===== src/hw/rtl/assert_macros.svh =====
// Assertion macros shared by the UTF-8 validator RTL.
// No dependencies; included by files that carry concurrent assertions.
`ifndef ASSERT_MACROS_SVH
`define ASSERT_MACROS_SVH

// Check a condition at every rising clock edge outside reset.
`define U8VC_ASSERT_ALWAYS(lbl, clk, rst, cond) \
  lbl: assert property (@(posedge clk) disable iff (rst) (cond)) \
    else $error("u8vc assertion failed");

// Check that a trigger is followed by a condition in the next cycle.
`define U8VC_ASSERT_NEXT(lbl, clk, rst, trig, cond) \
  lbl: assert property (@(posedge clk) disable iff (rst) (trig) |=> (cond)) \
    else $error("u8vc assertion failed");

`endif


===== src/hw/rtl/u8vc_pkg.sv =====
// Types and constants of the UTF-8 validator and counter.
// No dependencies; used by every module of the block.
`default_nettype none

package u8vc_pkg;

  // Largest buffer length that counters track; counters stop at the cap
  localparam longint unsigned MAX_BYTES = 64'd65535;
  localparam logic [15:0] COUNT_CAP =
    (MAX_BYTES < 64'd65535) ? 16'(MAX_BYTES) : 16'hFFFF;

  // Lead byte patterns
  localparam logic [7:0] LEAD2_MASK = 8'hE0;
  localparam logic [7:0] LEAD2_CODE = 8'hC0;
  localparam logic [7:0] LEAD3_MASK = 8'hF0;
  localparam logic [7:0] LEAD3_CODE = 8'hE0;
  localparam logic [7:0] LEAD4_MASK = 8'hF8;
  localparam logic [7:0] LEAD4_CODE = 8'hF0;
  localparam logic [7:0] CONT_MASK  = 8'hC0;
  localparam logic [7:0] CONT_CODE  = 8'h80;
  localparam logic [7:0] ASCII_TOP  = 8'h80;

  // Code point limits
  localparam logic [20:0] MIN_2BYTE  = 21'h00080;
  localparam logic [20:0] MIN_3BYTE  = 21'h00800;
  localparam logic [20:0] SURR_LOW   = 21'h0D800;
  localparam logic [20:0] SURR_HIGH  = 21'h0DFFF;
  localparam logic [20:0] MIN_4BYTE  = 21'h10000;
  localparam logic [20:0] MAX_CODEPT = 21'h10FFFF;

  // Continuation counts of an open sequence
  localparam logic [1:0] CONT_ONE   = 2'd1;
  localparam logic [1:0] CONT_TWO   = 2'd2;
  localparam logic [1:0] CONT_THREE = 2'd3;

  typedef struct packed {
    logic [7:0] data_byte;
    logic       last_byte;
  } byte_item_t;

  typedef struct packed {
    logic        valid_flag;
    logic [15:0] valid_bytes;
    logic [15:0] char_count;
    logic [15:0] utf16_units;
  } result_t;

  typedef struct packed {
    logic       discarding;
    logic [1:0] bytes_pending;
    logic [1:0] sequence_length;
  } step_status_t;

  // Increment that stops at the counter cap
  function automatic logic [15:0] sat_inc(input logic [15:0] x);
    return (x < COUNT_CAP) ? x + 16'd1 : COUNT_CAP;
  endfunction

endpackage

`default_nettype wire


===== src/hw/rtl/u8vc_byte_if.sv =====
// Byte channel of the UTF-8 validator: valid/ready plus one byte item.
// No dependencies.
`default_nettype none

interface u8vc_byte_if;
  logic       valid;
  logic       ready;
  logic [7:0] data_byte;
  logic       last_byte;

  modport source (output valid, output data_byte, output last_byte, input ready);
  modport sink (input valid, input data_byte, input last_byte, output ready);
endinterface

`default_nettype wire


===== src/hw/rtl/u8vc_result_if.sv =====
// Result channel of the UTF-8 validator: valid/ready plus one result item.
// No dependencies.
`default_nettype none

interface u8vc_result_if;
  logic        valid;
  logic        ready;
  logic        valid_flag;
  logic [15:0] valid_bytes;
  logic [15:0] char_count;
  logic [15:0] utf16_units;

  modport source (output valid, output valid_flag, output valid_bytes,
                  output char_count, output utf16_units, input ready);
  modport sink (input valid, input valid_flag, input valid_bytes,
                input char_count, input utf16_units, output ready);
endinterface

`default_nettype wire


===== src/hw/rtl/u8vc_in_stage.sv =====
// Input register of the UTF-8 validator: holds one byte item for the step.
// Depends on u8vc_pkg and u8vc_byte_if.
`default_nettype none

module u8vc_in_stage
  import u8vc_pkg::*;
(
  input  wire logic     clk,
  input  wire logic     rst,
  u8vc_byte_if.sink     bytes,
  input  wire logic     space,
  output byte_item_t    item,
  output logic          go
);

  logic held;

  // Step the held item whenever the result side has room
  assign go          = held && space;
  assign bytes.ready = !held || space;

  // Track occupancy of the input register
  always_ff @(posedge clk) begin
    if (rst) begin
      held <= 1'b0;
    end else if (bytes.ready) begin
      held <= bytes.valid;
    end
  end

  // Load the payload on accept
  always_ff @(posedge clk) begin
    if (bytes.valid && bytes.ready) begin
      item.data_byte <= bytes.data_byte;
      item.last_byte <= bytes.last_byte;
    end
  end

endmodule

`default_nettype wire


===== src/hw/rtl/u8vc_step.sv =====
// Per-byte decode step: sequence state, counters and result generation.
// Depends on u8vc_pkg.
`default_nettype none

module u8vc_step
  import u8vc_pkg::*;
(
  input  wire logic   clk,
  input  wire logic   rst,
  input  wire byte_item_t item,
  input  wire logic   go,
  output logic        emit,
  output result_t     res,
  output step_status_t status
);

  logic [15:0] byte_position, byte_position_next;
  logic [15:0] chars_seen, chars_seen_next;
  logic [15:0] long_chars_seen, long_chars_seen_next;
  logic [15:0] sequence_start, sequence_start_next;
  logic [1:0]  bytes_pending, bytes_pending_next;
  logic [1:0]  sequence_length, sequence_length_next;
  logic [20:0] partial_codepoint, partial_codepoint_next;
  logic        discarding, discarding_next;

  logic [7:0]  b;
  logic [20:0] cp_shifted;
  logic        cp_bad;
  logic        res_ok;
  logic [15:0] res_bytes;
  logic [15:0] res_chars;
  logic [15:0] res_longs;
  logic [16:0] units_sum;

  assign b          = item.data_byte;
  assign cp_shifted = {partial_codepoint[14:0], b[5:0]};

  // Range check of a completed code point by its sequence length
  always_comb begin
    case (sequence_length)
      CONT_ONE: cp_bad = cp_shifted < MIN_2BYTE;
      CONT_TWO: cp_bad = (cp_shifted < MIN_3BYTE) ||
                         ((cp_shifted >= SURR_LOW) && (cp_shifted <= SURR_HIGH));
      default:  cp_bad = (cp_shifted < MIN_4BYTE) || (cp_shifted > MAX_CODEPT);
    endcase
  end

  // Next state and result for the stepped byte
  always_comb begin
    byte_position_next     = byte_position;
    chars_seen_next        = chars_seen;
    long_chars_seen_next   = long_chars_seen;
    sequence_start_next    = sequence_start;
    bytes_pending_next     = bytes_pending;
    sequence_length_next   = sequence_length;
    partial_codepoint_next = partial_codepoint;
    discarding_next        = discarding;
    emit                   = 1'b0;
    res_ok                 = 1'b0;
    res_bytes              = byte_position;

    if (go && !discarding) begin
      if (bytes_pending == 2'd0) begin
        if (b == 8'd0) begin
          emit   = 1'b1;
          res_ok = 1'b1;
        end else if (b < ASCII_TOP) begin
          chars_seen_next    = sat_inc(chars_seen);
          byte_position_next = sat_inc(byte_position);
          emit               = item.last_byte;
          res_ok             = 1'b1;
          res_bytes          = byte_position_next;
        end else if ((b & LEAD2_MASK) == LEAD2_CODE ||
                     (b & LEAD3_MASK) == LEAD3_CODE ||
                     (b & LEAD4_MASK) == LEAD4_CODE) begin
          // Open a multi-byte sequence
          if ((b & LEAD2_MASK) == LEAD2_CODE) begin
            bytes_pending_next     = CONT_ONE;
            partial_codepoint_next = {16'd0, b[4:0]};
          end else if ((b & LEAD3_MASK) == LEAD3_CODE) begin
            bytes_pending_next     = CONT_TWO;
            partial_codepoint_next = {17'd0, b[3:0]};
          end else begin
            bytes_pending_next     = CONT_THREE;
            partial_codepoint_next = {18'd0, b[2:0]};
          end
          sequence_length_next = bytes_pending_next;
          sequence_start_next  = byte_position;
          byte_position_next   = sat_inc(byte_position);
          emit                 = item.last_byte;
        end else begin
          // Stray continuation or invalid lead
          emit = 1'b1;
        end
      end else if ((b & CONT_MASK) != CONT_CODE) begin
        emit      = 1'b1;
        res_bytes = sequence_start;
      end else begin
        partial_codepoint_next = cp_shifted;
        bytes_pending_next     = bytes_pending - 2'd1;
        byte_position_next     = sat_inc(byte_position);
        res_bytes              = sequence_start;
        if (bytes_pending == CONT_ONE) begin
          if (cp_bad) begin
            emit = 1'b1;
          end else begin
            chars_seen_next = sat_inc(chars_seen);
            if (sequence_length == CONT_THREE) begin
              long_chars_seen_next = sat_inc(long_chars_seen);
            end
            partial_codepoint_next = 21'd0;
            sequence_length_next   = 2'd0;
            emit                   = item.last_byte;
            res_ok                 = 1'b1;
            res_bytes              = byte_position_next;
          end
        end else begin
          // Sequence still open; cut off if this is the buffer end
          emit = item.last_byte;
        end
      end
      if (emit) begin
        discarding_next = 1'b1;
      end
    end

    // Take the result counts before any end-of-buffer clear
    res_chars = chars_seen_next;
    res_longs = long_chars_seen_next;

    // Clear everything at the end of a buffer
    if (go && item.last_byte) begin
      byte_position_next     = 16'd0;
      chars_seen_next        = 16'd0;
      long_chars_seen_next   = 16'd0;
      sequence_start_next    = 16'd0;
      bytes_pending_next     = 2'd0;
      sequence_length_next   = 2'd0;
      partial_codepoint_next = 21'd0;
      discarding_next        = 1'b0;
    end
  end

  // Result fields come from the counters as updated by this byte
  always_comb begin
    units_sum       = {1'b0, res_chars} + {1'b0, res_longs};
    res.valid_flag  = res_ok;
    res.valid_bytes = res_bytes;
    res.char_count  = res_chars;
    res.utf16_units = units_sum[16] ? 16'hFFFF : units_sum[15:0];
  end

  // Hold sequence state and counters
  always_ff @(posedge clk) begin
    if (rst) begin
      byte_position     <= 16'd0;
      chars_seen        <= 16'd0;
      long_chars_seen   <= 16'd0;
      sequence_start    <= 16'd0;
      bytes_pending     <= 2'd0;
      sequence_length   <= 2'd0;
      partial_codepoint <= 21'd0;
      discarding        <= 1'b0;
    end else begin
      byte_position     <= byte_position_next;
      chars_seen        <= chars_seen_next;
      long_chars_seen   <= long_chars_seen_next;
      sequence_start    <= sequence_start_next;
      bytes_pending     <= bytes_pending_next;
      sequence_length   <= sequence_length_next;
      partial_codepoint <= partial_codepoint_next;
      discarding        <= discarding_next;
    end
  end

  assign status.discarding      = discarding;
  assign status.bytes_pending   = bytes_pending;
  assign status.sequence_length = sequence_length;

endmodule

`default_nettype wire


===== src/hw/rtl/u8vc_out_stage.sv =====
// Result register of the UTF-8 validator, drives the result channel.
// Depends on u8vc_pkg and u8vc_result_if.
`default_nettype none

module u8vc_out_stage
  import u8vc_pkg::*;
(
  input  wire logic      clk,
  input  wire logic      rst,
  input  wire logic      load,
  input  wire result_t   res,
  output logic           space,
  u8vc_result_if.source  results
);

  logic    full;
  result_t held;

  // Room for a new result once the current one is taken or absent
  assign space = !full || results.ready;

  // Track occupancy of the result register
  always_ff @(posedge clk) begin
    if (rst) begin
      full <= 1'b0;
    end else if (load) begin
      full <= 1'b1;
    end else if (results.ready) begin
      full <= 1'b0;
    end
  end

  // Capture the result payload
  always_ff @(posedge clk) begin
    if (load) begin
      held <= res;
    end
  end

  assign results.valid       = full;
  assign results.valid_flag  = held.valid_flag;
  assign results.valid_bytes = held.valid_bytes;
  assign results.char_count  = held.char_count;
  assign results.utf16_units = held.utf16_units;

endmodule

`default_nettype wire


===== src/hw/rtl/utf8_validate_count.sv =====
// UTF-8 validator and counter: one byte item per cycle, one result per buffer.
// A result is computed by the decode step from the byte in the input register and held in the result register.
// Throughput: one byte per cycle through the combinational decode step between
// the input register and the result register; stalls only on result backpressure.
// Reset (rst, synchronous) clears counters and sequence state and empties both registers.
// Depends on u8vc_pkg, the channel interfaces, the stages and assert_macros.svh.
`default_nettype none

`include "assert_macros.svh"

module utf8_validate_count
  import u8vc_pkg::*;
(
  input  wire logic      clk,
  input  wire logic      rst,
  u8vc_byte_if.sink      bytes,
  u8vc_result_if.source  results
);

  byte_item_t   item;
  logic         go;
  logic         space;
  logic         emit;
  result_t      res;
  step_status_t status;

  u8vc_in_stage u_in (
    .clk   (clk),
    .rst   (rst),
    .bytes (bytes),
    .space (space),
    .item  (item),
    .go    (go)
  );

  u8vc_step u_step (
    .clk    (clk),
    .rst    (rst),
    .item   (item),
    .go     (go),
    .emit   (emit),
    .res    (res),
    .status (status)
  );

  u8vc_out_stage u_out (
    .clk     (clk),
    .rst     (rst),
    .load    (emit),
    .res     (res),
    .space   (space),
    .results (results)
  );

  // An early result puts the step into drop mode
  `U8VC_ASSERT_NEXT(a_drop_after_early, clk, rst, emit && !item.last_byte, status.discarding)
  // A buffer end leaves the step clean for the next buffer
  `U8VC_ASSERT_NEXT(a_clean_after_last, clk, rst, go && item.last_byte, !status.discarding && status.bytes_pending == 2'd0)
  // Pending continuations never exceed the opened sequence
  `U8VC_ASSERT_ALWAYS(a_pending_bound, clk, rst, status.bytes_pending <= status.sequence_length)
  // Results come only from a stepped, non-dropped byte
  `U8VC_ASSERT_ALWAYS(a_emit_source, clk, rst, !emit || (go && !status.discarding))

endmodule

`default_nettype wire


===== src/flat_wrapper.sv =====
// flat-port wrapper written by rule: the top's interface ports become plain ports
module utf8_validate_count_flat import u8vc_pkg::*;
  (clk, rst, bytes_valid, bytes_data_byte, bytes_last_byte, bytes_ready, results_valid, results_valid_flag, results_valid_bytes, results_char_count, results_utf16_units, results_ready);
  u8vc_byte_if bytes_i ();
  u8vc_result_if results_i ();
  input  wire logic clk;
  input  wire logic rst;
  input wire logic [$bits(bytes_i.valid)-1:0] bytes_valid;
  input wire logic [$bits(bytes_i.data_byte)-1:0] bytes_data_byte;
  input wire logic [$bits(bytes_i.last_byte)-1:0] bytes_last_byte;
  output wire logic [$bits(bytes_i.ready)-1:0] bytes_ready;
  output wire logic [$bits(results_i.valid)-1:0] results_valid;
  output wire logic [$bits(results_i.valid_flag)-1:0] results_valid_flag;
  output wire logic [$bits(results_i.valid_bytes)-1:0] results_valid_bytes;
  output wire logic [$bits(results_i.char_count)-1:0] results_char_count;
  output wire logic [$bits(results_i.utf16_units)-1:0] results_utf16_units;
  input wire logic [$bits(results_i.ready)-1:0] results_ready;
  assign bytes_i.valid = bytes_valid;
  assign bytes_i.data_byte = bytes_data_byte;
  assign bytes_i.last_byte = bytes_last_byte;
  assign bytes_ready = bytes_i.ready;
  assign results_valid = results_i.valid;
  assign results_valid_flag = results_i.valid_flag;
  assign results_valid_bytes = results_i.valid_bytes;
  assign results_char_count = results_i.char_count;
  assign results_utf16_units = results_i.utf16_units;
  assign results_i.ready = results_ready;
  utf8_validate_count u_core (.clk(clk), .rst(rst), .bytes(bytes_i), .results(results_i));
endmodule

===== config.mk =====
export PLATFORM = sky130hd
export DESIGN_NAME = utf8_validate_count_flat
export DESIGN_NICKNAME = d
export VERILOG_FILES = /design/src/hw/rtl/u8vc_pkg.sv /design/src/hw/rtl/u8vc_byte_if.sv /design/src/hw/rtl/u8vc_result_if.sv /design/src/hw/rtl/u8vc_in_stage.sv /design/src/hw/rtl/u8vc_step.sv /design/src/hw/rtl/u8vc_out_stage.sv /design/src/hw/rtl/utf8_validate_count.sv /design/src/flat_wrapper.sv
export VERILOG_INCLUDE_DIRS = /design/src /design/src/hw/rtl
export SDC_FILE = /design/constraint.sdc
export NUM_CORES = 1
export LEC_CHECK = 0
export BUFFER_PORTS_ARGS = -buffer_cell sky130_fd_sc_hd__clkbuf_2
export CAP_MARGIN = 15
export CORE_MARGIN = 8
export CORE_UTILIZATION = 40
export DETAILED_ROUTE_END_ITERATION = 8
export GPL_ROUTABILITY_DRIVEN = 0
export HOLD_SLACK_MARGIN = 0.05
export PLACE_DENSITY = 0.55
export SLEW_MARGIN = 40
export SYNTH_ARGS = -nofsm -noshare
export SYNTH_HDL_FRONTEND = slang
export SYNTH_SLANG_ARGS = --single-unit

===== constraint.sdc =====
create_clock -name clk -period 9.8 [get_ports clk]
set_input_delay 0.98 -clock clk [delete_from_list [all_inputs] [get_ports clk]]
set_output_delay 0.98 -clock clk [all_outputs]
set_load 0.005 [all_outputs]

==> impl_metrics.py <==
metrics = {
    "worst_setup_path": {
        "crit_path_cell_trace": "clkbuf_2 -> nand2b_1 -> and3_1 -> nand4_2 -> a21oi_1 -> a21oi_1 -> ha_1 -> fa_1 -> a21oi_1 -> o211ai_1 -> a31oi_1 -> nor2b_1 -> o22ai_2 -> o21ai_0",
        "crit_top_cell": "a21oi_1",
        "critPathArrivalTime_ns": 5.60,
        "crit_slowest_cell": "a21oi_1",
        "r2r_start": "u_core.u_out.results.valid",
        "criticalPathCategory": "in -> reg",
        "ff2ff_path_depth": 13,
        "r2r-end": "u_core.u_out.results.utf16_units[3]",
        "crit_path_end_kind": "flip-flop",
        "ff2ff_setup_slack_ns": 4.70,
        "cp_max_fo": 18,
        "cpPeakStageDelay_ns": 0.60,
        "start_kind": "input port",
        "critPathRequiredTime_ns": 9.94,
    },
    "worst_hold_path": {
        "hold_path_depth": 2,
        "holdCritPathClass": "reg -> reg",
        "worstHoldEndpoint": "u_core.u_step.partial_codepoint[0]",
        "holdCritStartpoint": "u_core.u_step.partial_codepoint[0]",
    },
    "layout": {
        "num_antenna_cells": 0,
        "area_growth_pct": 14.5,
        "nets": 927,
        "final_cell_mix": "dfxtp_1 (86), nor2_1 (70), clkbuf_2 (63)",
        "drive_gt1_frac": 0.165,
        "final_common_cell": "dfxtp_1",
    },
    "sta": {
        "skew_ns": 0.00990,
        "hold_violations": 0,
        "max_slew_margin": 0.458,
        "setup_violations": 0,
        "finalCritPeriodShare": 0.557,
        "finalSetupTns_ns": 0,
        "grt_setup_unrepaired": "false",
        "worst_slack_ns": 4.34,
        "fin_hold_ws_ns": 0.455,
        "drv_slew": 0,
        "period_needed_ns": 5.46,
        "max_freq_mhz": 183,
        "tightest_slew_ns": 0.808,
    },
    "placed_design": {
        "portBuffers": 63,
        "place_ws_ns": 3.92,
        "hpwl_um": 14100,
    },
    "die": {
        "row_count": 51,
        "ioPinCount": 64,
        "dieHeight_um": 156,
        "coreArea_um2": 19400,
        "die_area_um2": 24400,
        "initial_core_util": 0.406,
        "die-width_um": 156,
    },
    "clocking": {
        "cts_sinks": 144,
        "cts_made_buffers": 17,
        "path_clk_slew_ns": 0.06,
        "hold_buffers": 0,
        "cts_buffer_depth": 2,
        "post_cts_resized": 0,
        "cts_tree": "yes",
        "clk_latency_ns": 0.43,
        "post-cts-setup-buffers": 0,
        "htreeDepth": 4,
        "root_buffer": "clkbuf_16",
    },
    "route": {
        "drc": 0,
        "drt-pass1-iter-count": 5,
        "vias": 6540,
        "antenna_left": 0,
        "drt_wl_total_um": 20000,
        "wl_per_cell_um": 17.1,
        "drtIter0Drc": 414,
        "vias_per_cell": 5.59,
    },
    "power": {
        "internal-power_uw": 1050,
        "p_comb_frac": 0.058,
        "p_switching_uw": 314,
        "ir_drop_mv": 0.112,
        "p_leak_uw": 0.00341,
        "p_sw_frac": 0.231,
        "pwr_density_cell_nw_per_um2": 151,
        "p_clk_frac": 0.462,
        "pwr-share-seq": 0.480,
    },
    "grt": {
        "grt_usage": 0.170,
        "antenna_found_initial": 0,
        "grt_pass1_vias": 6361,
        "grt_pass1_wl_um": 33000,
        "grt_max_degree": 63,
        "gr-total-overflow": 0,
    },
    "run": {
        "cap_violations": 0,
    },
    "logic_synthesis": {
        "yosysSeqAreaShare": 0.440,
        "synth-main-ff-cell": "dfxtp_1",
        "synth.area.top_cells": "edfxtp_1 (22%), dfxtp_1 (22%), a21oi_1 (4.0%)",
        "synth.ff_latch_count": 144,
        "yosysTopAreaCell": "edfxtp_1",
        "syn_nets": 878,
        "netlist_instances": 842,
        "yosysTopAreaCellShare": 0.221,
        "synthesis.area_um2": 7880,
        "synth_edf_count": 58,
        "synth.distinct_cells": 87,
        "ys_async_sr_fraction": 0,
        "yosys_warnings": 0,
        "synth.avg_cell_area_um2": 9.36,
    },
    "status": {
        "status": "finished clean",
    },
}
==> flip-flops by register name, indices dropped and copies added (netlist names), 2 cells and up <==
signal and flops:
u_core.u_step.sequence_start 16, u_core.u_step.bytes_pending 2, u_core.u_step.sequence_length 2, u_core.u_out.results.valid_bytes 16, u_core.u_step.partial_codepoint 15, u_core.u_step.long_chars_seen 16, u_core.u_out.results.char_count 16, u_core.u_step.byte_position 16
u_core.u_out.results.utf16_units 16, u_core.u_step.chars_seen 16, u_core.u_in.item 9
==> cell type report <==
cell class | instances | area [um2]
Tap cell | 265 | 332
Sequential cell | 144 | 3460
Clock buffer | 24 | 493
Fill cell | 1931 | 10400
Multi-Input combinational cell | 632 | 4150
Inverter | 20 | 75.1
Timing Repair Buffer | 76 | 433
Clock inverter | 8 | 78.8
==> routing by layer <==
layer / GRT usage / part of all wire / vias to the layer above
met2: 0.276 / 0.46 / 135
li1: - / - / 3304
met1: 0.218 / 0.48 / 3079
met4: 0.0563 / 0.014 / 0
met3: 0.0405 / 0.044 / 22
met5: 0 / 0 / -
==> worst max-delay path, delay by kind of cell <==
family	cells	cell delay [ns]
compound gates	7	2.28
fa+ha+maj	2	0.72
buf+inv	1	0.08
simple gates	4	1.51
==> power by group through the flow <==
stage               sequential (uW)  combinational (uW)  clock, uW
CTS                             652                77.7        644
finish                          652                78.3        628
global placement                665                76.9          0
floorplan                       662                50.2          0
global route                    655                87.0        671
detailed placement              665                77.2          0
==> metrics by stage <==
step | instance area, um2 | power, uW | cells | utilization
4_1_cts | 8980 | 1370 | 1166 | 0.463
3_3_place_gp | 8390 | 742 | 1134 | 0.433
2_1_floorplan | 7880 | 713 | 842 | -
6_report | 9020 | 1360 | 1169 | 0.465
3_5_place_dp | 8410 | 743 | 1134 | 0.434
5_1_grt | 9020 | 1410 | 1169 | 0.465
==> cell families (layout without fill, tap and decap cells) <==
kind of cell	after synthesis	after routing	share of synthesized area
DFF	144	144	0.440
buffers and inverters	66	128	0.0389
AOI/OAI and AO/OA	245	245	0.212
adders and majority gates	23	23	0.0375
and+or+nand+nor	316	316	0.213
xor gates and xnor gates	17	17	0.0189
muxes	31	31	0.0405
==> synth_stat cells, drive strengths merged (6+ instances only) <==
library cell   n
a211oi        21
ha            22
and3          17
a21oi         66
xnor2         10
a311oi         9
nand2b        10
and2          13
inv           20
mux2           7
a21o          10
buf           25
xor2           7
nand4         14
a31oi         16
o21ai         40
or3            6
nor4          11
nor2b         10
nand2         62
a22o          10
o22ai          6
edfxtp        58
a22oi         14
nor3          19
mux2i         24
dfxtp         86
nand3         64
clkbuf        21
nor2          71
==> how the worst max path moves through the flow <==
stage | slack [ns] | start | to
6_report | 4.34 | results_ready | u_core.u_out.results.utf16_units[3]
5_1_grt | 3.92 | results_ready | u_core.u_out.results.utf16_units[3]
4_1_cts | 4.35 | results_ready | u_core.u_out.results.utf16_units[3]
3_5_place_dp | 3.92 | results_ready | u_core.u_out.results.utf16_units[3]
3_3_place_gp | 3.69 | results_ready | u_core.u_out.results.utf16_units[3]
2_1_floorplan | 5.34 | u_core.u_step.sequence_length[0] | u_core.u_out.results.char_count[0]
(Power assumes the default switching activity.)
